===== src/hw/rtl/lfpd_pkg.sv =====
// Package for the line-follow PD and bicycle-model step block.
// Holds the fixed-point constants, the CORDIC angle table, datapath operation codes
// and the controller/datapath interface structs. Depends on nothing.
package lfpd_pkg;

   // CORDIC iteration count, limited by the length of the angle table.
   localparam int CORDIC_STEPS = 16;
   localparam int CORDIC_N     = (CORDIC_STEPS > 24) ? 24 : CORDIC_STEPS;
   localparam int SQRT_N       = 32;
   localparam int DIV_N        = 52;
   localparam int CNT_W        = 6;

   // Fixed-point constants.
   localparam int STEER_STEP   = 20017;
   localparam int STEER_MAX    = 51472;
   localparam int SPEED_STEP   = 6554;
   localparam int SPEED_MAX    = 655360;
   localparam int PD_SCALE     = 457528;
   localparam int TURN_SCALE   = 26076;
   localparam int RAD_TO_BAM32 = 683565276;
   localparam int CORDIC_START = 652032874;
   localparam int DIV20_RECIP  = 838861;

   // Reset values of the configuration registers.
   localparam logic [20:0] TARGET_SPEED_RST = 21'd98304;
   localparam logic [15:0] GAIN_P_RST       = 16'd896;
   localparam logic [15:0] GAIN_D_RST       = 16'd384;

   // Configuration register indexes.
   localparam logic [2:0] REG_TARGET_SPEED  = 3'd0;
   localparam logic [2:0] REG_GAIN_P        = 3'd1;
   localparam logic [2:0] REG_GAIN_D        = 3'd2;
   localparam logic [2:0] REG_START_X       = 3'd3;
   localparam logic [2:0] REG_START_Y       = 3'd4;
   localparam logic [2:0] REG_START_HEADING = 3'd5;

   // Datapath operation codes.
   localparam logic [4:0] OP_NONE     = 5'd0;
   localparam logic [4:0] OP_LOAD     = 5'd1;
   localparam logic [4:0] OP_RESTART  = 5'd2;
   localparam logic [4:0] OP_MUL_P    = 5'd3;
   localparam logic [4:0] OP_MUL_D    = 5'd4;
   localparam logic [4:0] OP_PD_ADD   = 5'd5;
   localparam logic [4:0] OP_MUL_PD   = 5'd6;
   localparam logic [4:0] OP_TGT      = 5'd7;
   localparam logic [4:0] OP_STEER    = 5'd8;
   localparam logic [4:0] OP_SCALE    = 5'd9;
   localparam logic [4:0] OP_ZST      = 5'd10;
   localparam logic [4:0] OP_CORDIC   = 5'd11;
   localparam logic [4:0] OP_HEAD     = 5'd12;
   localparam logic [4:0] OP_MUL_CC   = 5'd13;
   localparam logic [4:0] OP_MUL_SS   = 5'd14;
   localparam logic [4:0] OP_M2       = 5'd15;
   localparam logic [4:0] OP_SQRT     = 5'd16;
   localparam logic [4:0] OP_MUL_ST   = 5'd17;
   localparam logic [4:0] OP_MUL_P1   = 5'd18;
   localparam logic [4:0] OP_DIV_INIT = 5'd19;
   localparam logic [4:0] OP_DIV      = 5'd20;
   localparam logic [4:0] OP_MUL_HC   = 5'd21;
   localparam logic [4:0] OP_UPD_X    = 5'd22;
   localparam logic [4:0] OP_UPD_Y    = 5'd23;
   localparam logic [4:0] OP_OUT      = 5'd24;

   // Command from the controller to the datapath.
   typedef struct packed {
      logic [4:0] op;
      logic [4:0] idx;
   } cmd_type;

   // Status from the datapath to the controller.
   typedef struct packed {
      logic restart;
   } sts_type;

   // CORDIC angle for each iteration, 32-bit binary angle.
   function automatic logic [33:0] atan_val(input logic [4:0] i);
      logic [33:0] v;
      case (i)
         5'd0:  v = 34'h020000000;
         5'd1:  v = 34'h012E4051E;
         5'd2:  v = 34'h009FB385B;
         5'd3:  v = 34'h0051111D4;
         5'd4:  v = 34'h0028B0D43;
         5'd5:  v = 34'h00145D7E1;
         5'd6:  v = 34'h000A2F61E;
         5'd7:  v = 34'h000517C55;
         5'd8:  v = 34'h00028BE53;
         5'd9:  v = 34'h000145F2F;
         5'd10: v = 34'h0000A2F98;
         5'd11: v = 34'h0000517CC;
         5'd12: v = 34'h000028BE6;
         5'd13: v = 34'h0000145F3;
         5'd14: v = 34'h00000A2F9;
         5'd15: v = 34'h00000517D;
         5'd16: v = 34'h0000028BE;
         5'd17: v = 34'h00000145F;
         5'd18: v = 34'h000000A30;
         5'd19: v = 34'h000000518;
         5'd20: v = 34'h00000028C;
         5'd21: v = 34'h000000146;
         5'd22: v = 34'h0000000A3;
         5'd23: v = 34'h000000051;
         default: v = 34'h0;
      endcase
      return v;
   endfunction

endpackage


===== src/hw/rtl/lfpd_ctrl.sv =====
// Controller of the line-follow step block: sequences the datapath operations.
// Depends on lfpd_pkg for operation codes and interface structs.
module lfpd_ctrl import lfpd_pkg::*; (
   input  logic    clock,
   input  logic    reset,
   input  logic    req_valid,
   output logic    req_stall,
   output logic    rsp_valid,
   input  logic    rsp_stall,
   input  sts_type sts,
   output cmd_type cmd
);

   localparam logic [4:0] S_IDLE     = 5'd0;
   localparam logic [4:0] S_BRANCH   = 5'd1;
   localparam logic [4:0] S_RESTART  = 5'd2;
   localparam logic [4:0] S_MUL_P    = 5'd3;
   localparam logic [4:0] S_MUL_D    = 5'd4;
   localparam logic [4:0] S_PD_ADD   = 5'd5;
   localparam logic [4:0] S_MUL_PD   = 5'd6;
   localparam logic [4:0] S_TGT      = 5'd7;
   localparam logic [4:0] S_STEER    = 5'd8;
   localparam logic [4:0] S_SCALE    = 5'd9;
   localparam logic [4:0] S_ZST      = 5'd10;
   localparam logic [4:0] S_CORD_H   = 5'd11;
   localparam logic [4:0] S_HEAD     = 5'd12;
   localparam logic [4:0] S_CORD_S   = 5'd13;
   localparam logic [4:0] S_MUL_CC   = 5'd14;
   localparam logic [4:0] S_MUL_SS   = 5'd15;
   localparam logic [4:0] S_M2       = 5'd16;
   localparam logic [4:0] S_SQRT     = 5'd17;
   localparam logic [4:0] S_MUL_ST   = 5'd18;
   localparam logic [4:0] S_MUL_P1   = 5'd19;
   localparam logic [4:0] S_DIV_INIT = 5'd20;
   localparam logic [4:0] S_DIV      = 5'd21;
   localparam logic [4:0] S_MUL_HC   = 5'd22;
   localparam logic [4:0] S_UPD_X    = 5'd23;
   localparam logic [4:0] S_UPD_Y    = 5'd24;
   localparam logic [4:0] S_OUT      = 5'd25;

   logic [4:0]       state_ff, state_in;
   logic [CNT_W-1:0] cnt_ff, cnt_in;
   logic             rsp_valid_ff, rsp_valid_in;
   logic             out_ok;

   assign req_stall = (state_ff != S_IDLE);
   assign rsp_valid = rsp_valid_ff;
   assign out_ok    = !rsp_valid_ff || !rsp_stall;

   // Next state, loop counter and command decode.
   always_comb begin
      state_in     = state_ff;
      cnt_in       = cnt_ff;
      rsp_valid_in = rsp_valid_ff && rsp_stall;
      cmd.op       = OP_NONE;
      cmd.idx      = cnt_ff[4:0];
      case (state_ff)
         S_IDLE: begin
            if (req_valid) begin
               cmd.op   = OP_LOAD;
               state_in = S_BRANCH;
            end
         end
         S_BRANCH: state_in = sts.restart ? S_RESTART : S_MUL_P;
         S_RESTART: begin
            cmd.op   = OP_RESTART;
            state_in = S_OUT;
         end
         S_MUL_P: begin
            cmd.op   = OP_MUL_P;
            state_in = S_MUL_D;
         end
         S_MUL_D: begin
            cmd.op   = OP_MUL_D;
            state_in = S_PD_ADD;
         end
         S_PD_ADD: begin
            cmd.op   = OP_PD_ADD;
            state_in = S_MUL_PD;
         end
         S_MUL_PD: begin
            cmd.op   = OP_MUL_PD;
            state_in = S_TGT;
         end
         S_TGT: begin
            cmd.op   = OP_TGT;
            state_in = S_STEER;
         end
         S_STEER: begin
            cmd.op   = OP_STEER;
            state_in = S_SCALE;
         end
         S_SCALE: begin
            cmd.op   = OP_SCALE;
            state_in = S_ZST;
         end
         S_ZST: begin
            cmd.op   = OP_ZST;
            cnt_in   = '0;
            state_in = S_CORD_H;
         end
         S_CORD_H: begin
            cmd.op = OP_CORDIC;
            cnt_in = cnt_ff + 1'b1;
            if (cnt_ff == CNT_W'(CORDIC_N - 1)) begin
               cnt_in   = '0;
               state_in = S_HEAD;
            end
         end
         S_HEAD: begin
            cmd.op   = OP_HEAD;
            state_in = S_CORD_S;
         end
         S_CORD_S: begin
            cmd.op = OP_CORDIC;
            cnt_in = cnt_ff + 1'b1;
            if (cnt_ff == CNT_W'(CORDIC_N - 1)) begin
               cnt_in   = '0;
               state_in = S_MUL_CC;
            end
         end
         S_MUL_CC: begin
            cmd.op   = OP_MUL_CC;
            state_in = S_MUL_SS;
         end
         S_MUL_SS: begin
            cmd.op   = OP_MUL_SS;
            state_in = S_M2;
         end
         S_M2: begin
            cmd.op   = OP_M2;
            state_in = S_SQRT;
         end
         S_SQRT: begin
            cmd.op = OP_SQRT;
            cnt_in = cnt_ff + 1'b1;
            if (cnt_ff == CNT_W'(SQRT_N - 1)) begin
               cnt_in   = '0;
               state_in = S_MUL_ST;
            end
         end
         S_MUL_ST: begin
            cmd.op   = OP_MUL_ST;
            state_in = S_MUL_P1;
         end
         S_MUL_P1: begin
            cmd.op   = OP_MUL_P1;
            state_in = S_DIV_INIT;
         end
         S_DIV_INIT: begin
            cmd.op   = OP_DIV_INIT;
            state_in = S_DIV;
         end
         S_DIV: begin
            cmd.op = OP_DIV;
            cnt_in = cnt_ff + 1'b1;
            if (cnt_ff == CNT_W'(DIV_N - 1)) begin
               cnt_in   = '0;
               state_in = S_MUL_HC;
            end
         end
         S_MUL_HC: begin
            cmd.op   = OP_MUL_HC;
            state_in = S_UPD_X;
         end
         S_UPD_X: begin
            cmd.op   = OP_UPD_X;
            state_in = S_UPD_Y;
         end
         S_UPD_Y: begin
            cmd.op   = OP_UPD_Y;
            state_in = S_OUT;
         end
         S_OUT: begin
            // Hand the result over once the output register is free.
            if (out_ok) begin
               cmd.op       = OP_OUT;
               rsp_valid_in = 1'b1;
               state_in     = S_IDLE;
            end
         end
         default: state_in = S_IDLE;
      endcase
   end

   always_ff @(posedge clock) begin
      if (reset) begin
         state_ff     <= S_IDLE;
         cnt_ff       <= '0;
         rsp_valid_ff <= 1'b0;
      end else begin
         state_ff     <= state_in;
         cnt_ff       <= cnt_in;
         rsp_valid_ff <= rsp_valid_in;
      end
   end

endmodule


===== config.mk =====
export PLATFORM = sky130hd
export DESIGN_NAME = lfpd_ctrl
export DESIGN_NICKNAME = d
export VERILOG_FILES = /design/src/hw/rtl/lfpd_pkg.sv /design/src/hw/rtl/lfpd_ctrl.sv
export SDC_FILE = /design/constraint.sdc
export NUM_CORES = 1
export LEC_CHECK = 0
export ABC_AREA = 1
export BUFFER_PORTS_ARGS = -buffer_cell sky130_fd_sc_hd__buf_2
export CAP_MARGIN = 10
export CORE_MARGIN = 5
export CORE_UTILIZATION = 40
export DETAILED_ROUTE_END_ITERATION = 12
export GPL_TIMING_DRIVEN = 0
export PLACE_DENSITY_LB_ADDON = 0.15
export SLEW_MARGIN = 25
export SYNTH_ARGS = -nofsm -noshare
export SYNTH_HDL_FRONTEND = slang
export SYNTH_SLANG_ARGS = --single-unit

===== constraint.sdc =====
create_clock -name clock -period 1.5 [get_ports clock]
set_input_delay 0.45 -clock clock [delete_from_list [all_inputs] [get_ports clock]]
set_output_delay 0.45 -clock clock [all_outputs]
set_load 0.01 [all_outputs]

==> results by group <==
Yosys
  – Mapped Nets: around 230
  – Parity-gate share of the synthesized area counting xor and xnor cells: 0.6986%
  – Post-Syn Instances: between 200 and 250
  – Cell area after synthesis: ~1300 um^2
  – Number of synthesized register bits: 12
  – Proportion of synthesized chip area in sequential cells: about a fifth
  – Synth unique cells: 25
  – Share of synthesized cell area in full adder, half adder and majority cells: 0.9980%
  – Count of warnings emitted by yosys: 0
  – Compound-Gate Fraction of Synth Area: roughly 8.4%
  – Dominant combinational cell family by area after synthesis: simple AND/OR/NAND/NOR gates
  – Share of synthesized area spent on multiplexers: 0%
  – Synthesized-area fraction occupied by and/or/nand/nor cells: roughly three fifths
  – Post-Synthesis Mean Instance Area: between 5 and 6 um^2

Routing
  – # DRC: 0
  – Vias: 1,547
  – Drt via density: a little over 5
  – Final Routed Wirelength: roughly 4 mm
  – Average detailed-routed wire length per instance: between 10 and 15 um
  – Number of optimization iterations in the first detailed-route pass: 4
  – Starting DRC count in detailed routing: 81
  – Residual antenna-violating net count after detailed routing: 0

Timing
  – Unrepaired setup endpoints after global routing: yes
  – Fin. Hold Viols: 0
  – Maximum frequency from static timing analysis: 500.4 MHz
  – Number of setup violations in the final report: 7
  – Transition at the pin with the smallest max-transition slack: ~0.5 ns
  – Worst Hold Slack: ~0.5 ns
  – Period utilisation layout: 133.2%
  – Minimum clock period: around 2 ns
  – Worst setup margin: -0.4985 ns
  – Max-slew violation total from the final report: 0
  – Worst setup skew after layout: 0.002876 ns
  – Max-slew headroom at the worst pin: a little under 70%

Pwr
  – Leakage: slightly below 1 nW
  – Reg power frac: 19.9%
  – Post-layout power: between 3 and 4 mW
  – Proportion of power drawn by the clock network: around 8%
  – Total power density per cell area: around 1700 nW/um^2
  – Net Sw Frac: between 50% and 60%
  – IR drop worst, VDD: 1.032 mV
  – Switching power summed over all nets: about 1.6 mW
  – Combinational Power Share: 72.0%
  – Total internal power: about 1.6 mW

Global routing
  – Antenna violations before repair: 0
  – Met3 track demand over resource: under 10%
  – Tot GR Track Use: a little under a fifth
  – First-pass GRT wire length: around 6.3 mm
  – Vias in the first global route: 1,423
  – Remaining global-route overflow: 0
  – GRT met1 Usage: between 20 and 30%
  – Grt met2 use: 29.16%
  – Pin count of the biggest net entering global routing: 10
  – Most Crowded Layer GR: met2

Status
  – Violated checks: negative setup slack
  – Status: finished, violations left

Cells and area
  – Final standard cell area without fillers: roughly 1900 um^2
  – Net count, final: approximately 270
  – Non-filler instance count after layout: 305
  – Layout overhead on the synthesized area: 51.10%
  – Fill cell total of the finished layout: roughly 280
  – N_diodes: 0
  – Share of final-layout standard cells stronger than drive strength 1: a little under half

Clock network
  – TritonCTS clock tree: yes
  – Clock latency reported for the late side of the worst-skew pair: 0.27 ns
  – Depth of the CTS H-tree: 1
  – Number of clock sinks: 12
  – CTS root buffer: clkbuf_4
  – Num CTS Buffers: 3
  – CTS Hold Buffers Added: 0
  – Number of buffers on the longest clock path: 2
  – Clk pin slew, worst setup/hold paths: 0.08 ns

Placed design
  – Placed Cells incl. Taps: between 200 and 300
  – Number of buffers inserted by port buffering: 15
  – Cell Area, Placed: 1433 um^2
  – RD Place Congestion: roughly 0.9
  – HPWL after DPL: between 2 and 3 mm

Worst setup path
  – Critical path capture point type: primary output
  – Cell Chain, Critical Path: inv_2 -> nand2_4 -> nor2_4 -> nand2_2 -> nand3_2 -> or3_4 -> buf_6
  – Startpoint Class: flop
  – Standard cell with the maximum stage delay on the critical path: dfxtp_4
  – Launching instance or port of the critical path: state_ff[0]
  – Critical Path Max Stage Delay: between 0.4 and 0.5 ns
  – Maximum fanout along the worst path: 7
  – Reg-to-Reg Start: state_ff[0]
  – Arrival @ worst endpoint: 1.55 ns
  – Required time worst endpoint: around 1.1 ns
  – Crit Path Category: reg -> out

Floorplan
  – Die Height: around 66 um
  – Die X-Extent: between 60 and 70 um
  – Number of placed I/O pins: 17
  – Die outline area: approximately 4400 um^2
  – Core Box Area: 3028 um^2
  – Initial Utilization: between 40% and 50%
  – Number of cell rows: 20

Worst hold path
  – Type of the worst min-delay path: in -> reg
  – Hold path startpoint: rsp_stall

Run
  – Max Cap Viol: 0
[cell type report]
| cell class | count | area [um^2] | share of cell area, % |
|---|---|---|---|
| tap | 44 | 55.05 | 2.906 |
| inverter | 23 | 101.3 | 5.350 |
| clock buffer | 4 | 36.28 | 1.915 |
| multi-input combinational | 178 | 1110 | 58.59 |
| buffer | 7 | 56.30 | 2.972 |
| timing repair buffer | 37 | 266.5 | 14.07 |
| sequential | 12 | 269.0 | 14.20 |
[cells by family (layout without fill, tap and decap cells)]
kind of cell | count (synthesis) | count (layout)
AND/OR/NAND/NOR | 156 | 156
buffers and inverters | 32 | 71
AO/OA/AOI/OAI | 20 | 20
flip-flops | 12 | 12
adder cells (fa/ha/maj) | 1 | 1
XOR/XNOR | 1 | 1
[placed cells by master, fill, tap and decap left out, types with 2 or more instances in the layout]
cell      netlist  layout
dfxtp_4         0       7
o21ai_1         1       2
o21ai_0         4       2
nand3_1        30      21
dfxtp_1        12       3
inv_2           3       5
clkbuf_4        0       3
buf_4           6      25
nand4_1         3       3
nor2_2          4       2
nand3_2         3       8
dfxtp_2         0       2
inv_1          20      14
a21oi_2         0       4
inv_4           0       3
nand3_4         0       4
nand2_1        58      47
nor2_1         40      33
buf_6           0       5
nor2_4          5      14
nor3_1          3       2
nand2_4         3       9
buf_2           2      12
nand2_2         5      10
a21oi_1        13       9
[worst max-delay path: cells and delay by family, from the launching register on]
| family | cells | cell delay, ns |
|---|---|---|
| buf+inv | 2 | 0.19 |
| flops | 1 | 0.43 |
| simple gates | 5 | 0.66 |
[registers in the layout (all words and copies together), names as in the netlist]
signal	cells
cnt_ff	6
state_ff	5
rsp_valid	1
[power groups by stage]
stage | Combinational (mW) | Sequential (mW) | Clock (mW)
after floorplan | 1.23 | 0.469 | 0
after global placement | 1.64 | 0.482 | 0
after detailed placement | 1.63 | 0.485 | 0
after CTS | 2.07 | 0.514 | 0.264
after global routing | 2.47 | 0.650 | 0.286
final | 2.30 | 0.635 | 0.257
[cell usage after synthesis]
| library cell | count | share of area (%) |
|---|---|---|
| dfxtp_1 | 12 | 19 |
| ha_1 | 1 | 1.0 |
| nor2_2 | 4 | 2.0 |
| o211ai_1 | 1 | 0.60 |
| buf_4 | 6 | 3.6 |
| a21oi_1 | 13 | 5.2 |
| nand2_4 | 3 | 2.7 |
| nand2_2 | 5 | 2.5 |
| inv_1 | 20 | 6.0 |
| nand3_2 | 3 | 2.4 |
| nand3_1 | 30 | 12 |
| inv_2 | 3 | 0.90 |
| buf_1 | 1 | 0.30 |
| xor2_1 | 1 | 0.70 |
| o31ai_1 | 1 | 0.60 |
| o21ai_1 | 1 | 0.40 |
| o21ai_0 | 4 | 1.6 |
| buf_2 | 2 | 0.80 |
| nor2_1 | 40 | 12 |
| nand3b_1 | 1 | 0.60 |
| nor3_1 | 3 | 1.2 |
| or3_1 | 1 | 0.50 |
| nand2_1 | 58 | 17 |
| nor2_4 | 5 | 4.5 |
| nand4_1 | 3 | 1.5 |
[worst paths after layout]
path,end,slack (ns),depth (start not counted)
max,cmd[7],-0.50,7
min,rsp_valid,0.49,3
min reg2reg,cnt_ff[2],0.53,2
max reg2reg,state_ff[0],-0.01,8
[repair_timing]
item                                    4_1_cts  5_1_grt
endpoints found under the setup margin       15       18
setup buffers                                15        7
resized for setup                            43       42
pin swaps                                     7       16
[stage by stage]
| stage | util (%) | setup TNS [ns] | worst slack [ns] |
|---|---|---|---|
| detailed placement | 47.31 | -2.294 | -0.2873 |
| global route | 62.56 | -3.394 | -0.5678 |
| finish | 62.56 | -2.605 | -0.4985 |
| global placement | 47.31 | -2.381 | -0.2950 |
| CTS | 57.15 | -2.586 | -0.5080 |
| floorplan | - | -0.06875 | -0.06388 |
[metal layers]
layer / wire (um) / part of all wire (%)
met2: 1826 / 46
met4: 51 / 1.3
met5: 0 / 0
met1: 1877 / 47
met3: 197 / 5.0
No activity file was read; power rests on OpenSTA's default activity.
